### src/hdl/assert_macros.svh
// assertion helpers shared by the rtl
`ifndef ASSERT_MACROS_SVH
`define ASSERT_MACROS_SVH

// clocked check, disabled while reset is high
`define ASSERT_CLK(lbl, prop, msg) \
  lbl: assert property (@(posedge clk) disable iff (rst) prop) else $error(msg);

// clocked check that also holds during reset
`define ASSERT_ALWAYS(lbl, prop, msg) \
  lbl: assert property (@(posedge clk) prop) else $error(msg);

`endif

### src/hdl/plc_pkg.sv
package plc_pkg;

  // register indexes
  localparam logic [2:0] RegMinValid   = 3'd0;
  localparam logic [2:0] RegMediumRange = 3'd1;
  localparam logic [2:0] RegCloseRange = 3'd2;
  localparam logic [2:0] RegOutDelay   = 3'd3;
  localparam logic [2:0] RegMediumLevel = 3'd4;
  localparam logic [2:0] RegFullLevel  = 3'd5;
  localparam logic [2:0] RegFadeTime   = 3'd6;

  // reset values
  localparam logic [13:0] MinValidReset    = 14'd30;
  localparam logic [13:0] MediumRangeReset = 14'd750;
  localparam logic [13:0] CloseRangeReset  = 14'd500;
  localparam logic [15:0] OutDelayReset    = 16'd5000;
  localparam logic [7:0]  MediumLevelReset = 8'd30;
  localparam logic [7:0]  FullLevelReset   = 8'd255;
  localparam logic [15:0] FadeTimeReset    = 16'd1000;

  // sensor characters
  localparam logic [7:0] CharR    = 8'h52;
  localparam logic [7:0] CharZero = 8'h30;
  localparam logic [7:0] CharNine = 8'h39;

  // frame phases: idle, then digits one to four
  localparam logic [2:0] PhaseIdle   = 3'd0;
  localparam logic [2:0] PhaseDigit1 = 3'd1;
  localparam logic [2:0] PhaseDigit4 = 3'd4;

  // zone codes
  localparam logic [1:0] ZoneOut    = 2'd0;
  localparam logic [1:0] ZoneMedium = 2'd1;
  localparam logic [1:0] ZoneClose  = 2'd2;

  // out-of-range countdown
  localparam int unsigned TimerWidth = 16;
  localparam logic [63:0] TimerMaxWide = (64'd1 << TimerWidth) - 64'd1;

  typedef struct packed {
    logic [13:0] min_valid_mm;
    logic [13:0] medium_range_mm;
    logic [13:0] close_range_mm;
    logic [15:0] out_delay_ms;
    logic [7:0]  medium_level;
    logic [7:0]  full_level;
    logic [15:0] fade_time_ms;
  } cfg_t;

  typedef struct packed {
    logic        fade_start;
    logic [7:0]  fade_level;
    logic [15:0] fade_duration;
    logic [1:0]  zone;
  } zone_res_t;

endpackage

### src/hdl/proximity_light_controller_core.sv
// proximity light controller: takes one transfer per cycle on the slave side, each carrying
// an optional sensor byte and an optional millisecond tick, parses frames of 'R' plus four
// ascii digits into a distance in mm, sorts it into out, medium or close zones and issues a
// fade request on entering a zone or when the out-of-range delay expires; every accepted
// transfer yields exactly one result transfer. an item is evaluated while it sits in the
// input register and is then registered into the result register once that register can
// take it; a new item is taken every cycle while the result side keeps up; a stalled
// result holds the input register until it drains.
// the seven thresholds and levels sit behind the apb port at byte addresses 4*i and are read
// back unchanged; writes are meant only while the block is idle.
`include "assert_macros.svh"

module proximity_light_controller_core (
  input  logic        clk,
  input  logic        rst,
  // slave side
  input  logic        s_tvalid,
  output logic        s_tready,
  input  logic [15:0] s_tdata,   // byte_valid, rx_byte[7:0], ms_tick, zero pad
  // master side
  output logic        m_tvalid,
  input  logic        m_tready,
  output logic [47:0] m_tdata,   // fade_start, fade_level[7:0], fade_duration[15:0],
                                 // zone[1:0], distance_out[13:0], zero pad
  // configuration
  input  logic        psel,
  input  logic        penable,
  input  logic        pwrite,
  input  logic [4:0]  paddr,
  input  logic [31:0] pwdata,
  output logic [31:0] prdata,
  output logic        pready
);

  plc_pkg::cfg_t      cfg;
  plc_pkg::zone_res_t zone_res;

  logic        in_valid;
  logic [9:0]  in_data;       // input register payload
  logic        advance;       // result register can take a new result
  logic        step_en;       // state moves on with the item leaving the input register
  logic [13:0] distance_next;
  logic        cfg_write;
  logic [2:0]  reg_index;

  // ---------------------------------------------------------------------------
  // configuration port
  // ---------------------------------------------------------------------------
  assign pready    = 1'b1;
  assign reg_index = paddr[4:2];
  assign cfg_write = psel && penable && pwrite && pready;

  always_ff @(posedge clk) begin
    if (rst) begin
      cfg.min_valid_mm    <= plc_pkg::MinValidReset;
      cfg.medium_range_mm <= plc_pkg::MediumRangeReset;
      cfg.close_range_mm  <= plc_pkg::CloseRangeReset;
      cfg.out_delay_ms    <= plc_pkg::OutDelayReset;
      cfg.medium_level    <= plc_pkg::MediumLevelReset;
      cfg.full_level      <= plc_pkg::FullLevelReset;
      cfg.fade_time_ms    <= plc_pkg::FadeTimeReset;
    end else if (cfg_write) begin
      case (reg_index)
        plc_pkg::RegMinValid:    cfg.min_valid_mm    <= pwdata[13:0];
        plc_pkg::RegMediumRange: cfg.medium_range_mm <= pwdata[13:0];
        plc_pkg::RegCloseRange:  cfg.close_range_mm  <= pwdata[13:0];
        plc_pkg::RegOutDelay:    cfg.out_delay_ms    <= pwdata[15:0];
        plc_pkg::RegMediumLevel: cfg.medium_level    <= pwdata[7:0];
        plc_pkg::RegFullLevel:   cfg.full_level      <= pwdata[7:0];
        plc_pkg::RegFadeTime:    cfg.fade_time_ms    <= pwdata[15:0];
        default: ;  // unmapped address, write dropped
      endcase
    end
  end

  always_comb begin
    case (reg_index)
      plc_pkg::RegMinValid:    prdata = {18'd0, cfg.min_valid_mm};
      plc_pkg::RegMediumRange: prdata = {18'd0, cfg.medium_range_mm};
      plc_pkg::RegCloseRange:  prdata = {18'd0, cfg.close_range_mm};
      plc_pkg::RegOutDelay:    prdata = {16'd0, cfg.out_delay_ms};
      plc_pkg::RegMediumLevel: prdata = {24'd0, cfg.medium_level};
      plc_pkg::RegFullLevel:   prdata = {24'd0, cfg.full_level};
      plc_pkg::RegFadeTime:    prdata = {16'd0, cfg.fade_time_ms};
      default:                 prdata = '0;
    endcase
  end

  // ---------------------------------------------------------------------------
  // two-register pipeline: input register, then result register
  // ---------------------------------------------------------------------------
  assign advance  = !m_tvalid || m_tready;
  assign s_tready = !in_valid || advance;
  assign step_en  = in_valid && advance;

  always_ff @(posedge clk) begin
    if (rst) begin
      in_valid <= 1'b0;
    end else if (s_tready) begin
      in_valid <= s_tvalid;
    end
  end

  // payload needs no reset
  always_ff @(posedge clk) begin
    if (s_tready && s_tvalid) begin
      in_data <= s_tdata[9:0];
    end
  end

  // frame parser, holds the last complete distance
  plc_parser u_parser (
    .clk           (clk),
    .rst           (rst),
    .en            (step_en),
    .byte_valid    (in_data[0]),
    .rx_byte       (in_data[8:1]),
    .distance_next (distance_next)
  );

  // zone tracking and out-of-range countdown
  plc_zone u_zone (
    .clk      (clk),
    .rst      (rst),
    .en       (step_en),
    .ms_tick  (in_data[9]),
    .distance (distance_next),
    .cfg      (cfg),
    .res      (zone_res)
  );

  always_ff @(posedge clk) begin
    if (rst) begin
      m_tvalid <= 1'b0;
    end else if (advance) begin
      m_tvalid <= in_valid;
    end
  end

  always_ff @(posedge clk) begin
    if (step_en) begin
      m_tdata <= {7'd0, distance_next, zone_res.zone, zone_res.fade_duration,
                  zone_res.fade_level, zone_res.fade_start};
    end
  end

  // ---------------------------------------------------------------------------
  // checks
  // ---------------------------------------------------------------------------
  // no fade means zero level and duration
  `ASSERT_CLK(a_no_fade_zero, m_tvalid && !m_tdata[0] |-> m_tdata[24:1] == '0, "stray fade")
  // zone code three is never produced
  `ASSERT_CLK(a_zone_code, m_tvalid |-> m_tdata[26:25] != 2'd3, "bad zone code on result")
  // a waiting item is not lost while the result side stalls
  `ASSERT_CLK(a_hold_item, in_valid && m_tvalid && !m_tready |=> in_valid, "input item dropped")
  // an empty result register never blocks the input side
  `ASSERT_CLK(a_ready_empty, !m_tvalid |-> s_tready, "input stalled while empty")

endmodule

### src/hdl/plc_parser.sv
module plc_parser (
  input  logic        clk,
  input  logic        rst,
  input  logic        en,
  input  logic        byte_valid,
  input  logic [7:0]  rx_byte,
  output logic [13:0] distance_next
);

  logic [2:0]  frame_phase, frame_phase_next;
  logic [13:0] partial_value, partial_value_next;
  logic [13:0] distance_mm;
  logic        digit;
  logic [13:0] times_ten;

  assign digit = (rx_byte >= plc_pkg::CharZero) && (rx_byte <= plc_pkg::CharNine);
  // value * 10 as two shifts, kept to 14 bits
  assign times_ten = (partial_value << 3) + (partial_value << 1);

  always_comb begin
    frame_phase_next   = frame_phase;
    partial_value_next = partial_value;
    distance_next      = distance_mm;
    if (byte_valid) begin
      if (frame_phase >= plc_pkg::PhaseDigit1 && frame_phase <= plc_pkg::PhaseDigit4 &&
          digit) begin
        partial_value_next = times_ten + {10'd0, rx_byte[3:0]};
        if (frame_phase == plc_pkg::PhaseDigit4) begin
          distance_next    = partial_value_next;
          frame_phase_next = plc_pkg::PhaseIdle;
        end else begin
          frame_phase_next = frame_phase + 3'd1;
        end
      end else if (rx_byte == plc_pkg::CharR) begin
        frame_phase_next   = plc_pkg::PhaseDigit1;
        partial_value_next = '0;
      end else begin
        frame_phase_next = plc_pkg::PhaseIdle;
      end
    end
  end

  always_ff @(posedge clk) begin
    if (rst) begin
      frame_phase   <= plc_pkg::PhaseIdle;
      partial_value <= '0;
      distance_mm   <= '0;
    end else if (en) begin
      frame_phase   <= frame_phase_next;
      partial_value <= partial_value_next;
      distance_mm   <= distance_next;
    end
  end

endmodule

### src/hdl/plc_zone.sv
module plc_zone (
  input  logic               clk,
  input  logic               rst,
  input  logic               en,
  input  logic               ms_tick,
  input  logic [13:0]        distance,
  input  plc_pkg::cfg_t      cfg,
  output plc_pkg::zone_res_t res
);

  logic [1:0]                      zone_now, zone_now_next;
  logic                            timer_armed, timer_armed_next;
  logic [plc_pkg::TimerWidth-1:0]  countdown, countdown_next;
  logic [plc_pkg::TimerWidth-1:0]  count_ticked;
  logic [plc_pkg::TimerWidth-1:0]  load_value;
  logic                            start;
  logic [7:0]                      level;

  // saturate the delay to what the timer can hold
  always_comb begin
    if (64'(cfg.out_delay_ms) > plc_pkg::TimerMaxWide) begin
      load_value = plc_pkg::TimerMaxWide[plc_pkg::TimerWidth-1:0];
    end else begin
      load_value = plc_pkg::TimerWidth'(cfg.out_delay_ms);
    end
  end

  always_comb begin
    count_ticked = countdown;
    if (ms_tick && timer_armed && countdown != '0) begin
      count_ticked = countdown - plc_pkg::TimerWidth'(1);
    end
    zone_now_next    = zone_now;
    timer_armed_next = timer_armed;
    countdown_next   = count_ticked;
    start            = 1'b0;
    level            = '0;
    if (distance > cfg.min_valid_mm) begin
      if (distance > cfg.medium_range_mm) begin
        if (zone_now_next != plc_pkg::ZoneOut) begin
          zone_now_next    = plc_pkg::ZoneOut;
          timer_armed_next = 1'b1;
          countdown_next   = load_value;
        end else if (timer_armed_next && count_ticked == '0) begin
          timer_armed_next = 1'b0;
          start            = 1'b1;
          level            = '0;
        end
      end
      if (distance <= cfg.medium_range_mm && distance > cfg.close_range_mm &&
          zone_now_next == plc_pkg::ZoneOut) begin
        zone_now_next    = plc_pkg::ZoneMedium;
        timer_armed_next = 1'b0;
        countdown_next   = '0;
        start            = 1'b1;
        level            = cfg.medium_level;
      end
      // close wins when thresholds cross
      if (zone_now_next != plc_pkg::ZoneClose && distance <= cfg.close_range_mm) begin
        zone_now_next    = plc_pkg::ZoneClose;
        timer_armed_next = 1'b0;
        countdown_next   = '0;
        start            = 1'b1;
        level            = cfg.full_level;
      end
    end
    res.fade_start    = start;
    res.fade_level    = start ? level : 8'd0;
    res.fade_duration = start ? cfg.fade_time_ms : 16'd0;
    res.zone          = zone_now_next;
  end

  always_ff @(posedge clk) begin
    if (rst) begin
      zone_now    <= plc_pkg::ZoneOut;
      timer_armed <= 1'b0;
      countdown   <= '0;
    end else if (en) begin
      zone_now    <= zone_now_next;
      timer_armed <= timer_armed_next;
      countdown   <= countdown_next;
    end
  end

endmodule

### config.mk
export PLATFORM = sky130hd
export DESIGN_NAME = proximity_light_controller_core
export DESIGN_NICKNAME = d
export VERILOG_FILES = /design/src/hdl/plc_pkg.sv /design/src/hdl/proximity_light_controller_core.sv /design/src/hdl/plc_parser.sv /design/src/hdl/plc_zone.sv
export VERILOG_INCLUDE_DIRS = /design/src /design/src/hdl
export SDC_FILE = /design/constraint.sdc
export NUM_CORES = 1
export LEC_CHECK = 0
export BUFFER_PORTS_ARGS = -buffer_cell sky130_fd_sc_hd__clkbuf_2
export CAP_MARGIN = 20
export CORE_ASPECT_RATIO = 0.75
export CORE_MARGIN = 2
export CORE_UTILIZATION = 45
export DETAILED_ROUTE_END_ITERATION = 8
export PLACE_DENSITY = 0.61
export SETUP_SLACK_MARGIN = 0.1
export SYNTH_ARGS = -nofsm -noshare
export SYNTH_HDL_FRONTEND = slang
export SYNTH_SLANG_ARGS = --single-unit
### constraint.sdc
create_clock -name clk -period 10.3 [get_ports clk]
set_input_delay 0.515 -clock clk [delete_from_list [all_inputs] [get_ports clk]]
set_output_delay 0.515 -clock clk [all_outputs]
set_load 0.01 [all_outputs]
==> out/results.ini <==
[run_status]
outcome=finished, final reports clean

[worst_setup_path]
cpMaxStageDelayCell=nand3_1
required_ns=10.60
cp_max_fo=26
crit_path_start_kind=register
crit_chain=inv_1 > fa_1 > inv_1 > ha_1 > a21o_1 > a21oi_1 > o21ai_0 > nand3_1 > nand3_1 > o41ai_1 > xor2_1 > mux2_2 > ha_1 > nand2_1 > o21ai_0 > a21oi_1 > a211oi_1 > nand3_1 > or2_2 > a32oi_1 > nor2_1
cp_common_cell=nand3_1
path_class=register to register
critPathArrivalTime_ns=6.75
cpPeakStageDelay_ns=0.79
crit_path_end_kind=register

[placed_design]
io_buffers=94
place.gp.congestion=0.8779
hpwl_um=20640

[floorplan]
die_h_um=136.3
start_util=0.4580
fp.dieArea_sq_um=24600
fp.dieW_um=180.4
pin_count=143
rows=48
core_sq_um=22940

[cts]
cts_tree=yes
clock_sinks=192
htreeDepth=4
cts-root-buf=clkbuf_16
post_cts_buffers=0
clkTransAtPathRegs_ns=0.07
clockBufferDepth=2
post_cts_resized=0
clkLatencyLatePin_ns=0.44
holdBufCountCts=0
numCtsBuffers=17

[cells_and_area]
drive_gt1_frac=0.1540
syn2layout_area_growth_pct=10.96
fin_nets=1378
mostFrequentLayoutCell=nand2_1
diodes=0
layout_common_cells=nand2_1, dfxtp_1, a21oi_1

[hold_path]
hp-class=input port to register

[timing]
hold_slack_ns=0.2457
finalCritPeriodShare=0.6260
hold_violations=0
clock.fmax_mhz=155.1
fin_worst_skew_ns=0.01362
tightest_slew_ns=1.172
tns_ns=0
drv_slew=0
relSlewSlack=0.2170
finalSetupViolations=0
min_period_ns=6.447
rsz0062_at_grt=false

[detailed_routing]
drt-total-wl_um=28760
drtPass1Iterations=5
drt_iter0_drc=840
via_per_inst=5.614
vias=8758
wl_per_cell_um=18.44
antenna_left=0
post-route-drc-count=0

[yosys]
seq_area_frac_synth=0.4144
ys_types=77
synth_area_sq_um=10510
synth_edf_count=51
yosys_warnings=0
synth_ff_type=dfxtp_1
syn_inst=1184
ys_seq_elements=192
synthArstFlopShare=0
syn_area_per_cell_sq_um=8.875

[power_and_ir_drop]
p_comb_frac=0.107
ir_worst_vdd_v=0.0001208
leakage_nw=4.836
power_frac_clock=0.401
p_sw_frac=0.2633
internal_power_mw=1.210
seqPwrFrac=0.492
p_switching_uw=432.5
power.density_nw_per_um2=140.9

[global_routing]
antenna_found_initial=0
grt_first_pass_wirelength_um=44330
grt_overflow=0
grt_pass1_vias=7847
grt_max_degree=71
grt_use_total=0.2332

[job]
maxCapViolCount=0

[metal layers]
layer  track usage  share of wire
met5             0              0
met4       0.05242          0.011
met3       0.03991          0.056
met2        0.3437           0.43
met1        0.3542           0.50
[state kept, by name (all words and copies together) (netlist names), 2 cells and up]
register,flops
u_parser.distance_mm,14
u_zone.zone_now,2
in_data,10
u_parser.partial_value,13
cfg,90
u_zone.countdown,16
m_tdata,41
u_parser.frame_phase,3
[through the flow]
stage          total power [mW]  cell area, sq um    util  std cells  setup slack (ns)
2_1_floorplan            0.9445             10590       -       1206             5.465
3_3_place_gp             0.9980             11090  0.4833       1527             4.166
3_5_place_dp              1.001             11090  0.4833       1527             3.952
4_1_cts                   1.655             11650  0.5079       1559             3.935
5_1_grt                   1.700             11660  0.5082       1560             3.326
6_report                  1.642             11660  0.5082       1560             3.853
[logic make-up after synthesis]
kind of cell	Yosys count	share of synthesized area
and+or+nand+nor	453	0.1995
AOI/OAI and AO/OA	238	0.1485
DFF	192	0.4144
buffers and inverters	145	0.06347
adders and majority gates	71	0.08597
muxes	65	0.07252
xor gates and xnor gates	18	0.01500
other	2	0.0007147
[synthesized netlist by cell type (5+ instances only)]
cell type,number,share of area
a32oi_1,5,0.0042
nand2b_1,8,0.0048
mux2i_1,39,0.037
and3_1,5,0.0030
a21oi_1,97,0.046
a21o_1,5,0.0036
o211ai_1,28,0.020
nor3_1,29,0.014
mux2_2,19,0.020
xnor2_1,14,0.012
a31oi_1,6,0.0036
buf_4,25,0.018
and2_4,9,0.0075
ha_1,69,0.082
a22oi_1,18,0.013
nand4_1,8,0.0048
edfxtp_1,51,0.15
nand2_1,218,0.078
o21ai_0,22,0.010
nor4_1,7,0.0042
buf_1,5,0.0018
a211oi_1,6,0.0043
nor2b_1,13,0.0077
and4_1,5,0.0042
inv_1,63,0.023
and2_2,7,0.0050
nand3_1,33,0.016
clkbuf_1,46,0.016
a22o_1,5,0.0042
and2_1,6,0.0036
nor2_1,86,0.031
o31ai_1,5,0.0036
dfxtp_1,141,0.27
mux4_2,7,0.015
[cell type report]
class                   count  area, sq um
multi-input cells         869         5580
well taps                 300        375.4
repair buffers            104        548.0
fillers                  2196        11280
clock buffers              21        461.7
flip-flops and latches    192         4354
clock inverters            11        102.6
inverters                  63        236.5
[worst max-delay path: cells and delay by family (launching register included)]
kind	cells	cell delay (ns)
buffers and inverters	2	0.14
AOI/OAI and AO/OA	8	2.36
DFF	1	0.38
and+or+nand+nor	6	1.73
xor gates and xnor gates	1	0.13
adders and majority gates	3	1.21
muxes	1	0.34
[final timing paths]
check	start	depth (start not counted)	to	slack [ns]
worst min-delay path	s_tdata[8]	1	in_data[8]$_DFFE_PP_	0.25
worst min register to register	u_parser.distance_mm[3]$_SDFFE_PP0P_	2	u_parser.distance_mm[3]$_SDFFE_PP0P_	0.46
worst max register to register	in_data[4]$_DFFE_PP_	21	u_zone.countdown[13]$_SDFFE_PP0P_	3.85
worst max-delay path	in_data[4]$_DFFE_PP_	21	u_zone.countdown[13]$_SDFFE_PP0P_	3.85
[power groups by stage]
stage          logic, mW  registers, mW  clock network [mW]
2_1_floorplan      0.116          0.829                   0
3_3_place_gp       0.173          0.825                   0
3_5_place_dp       0.176          0.826                   0
4_1_cts            0.177          0.808               0.670
5_1_grt            0.194          0.810               0.697
6_report           0.176          0.808               0.658
No activity file was read; power rests on OpenSTA's default activity.
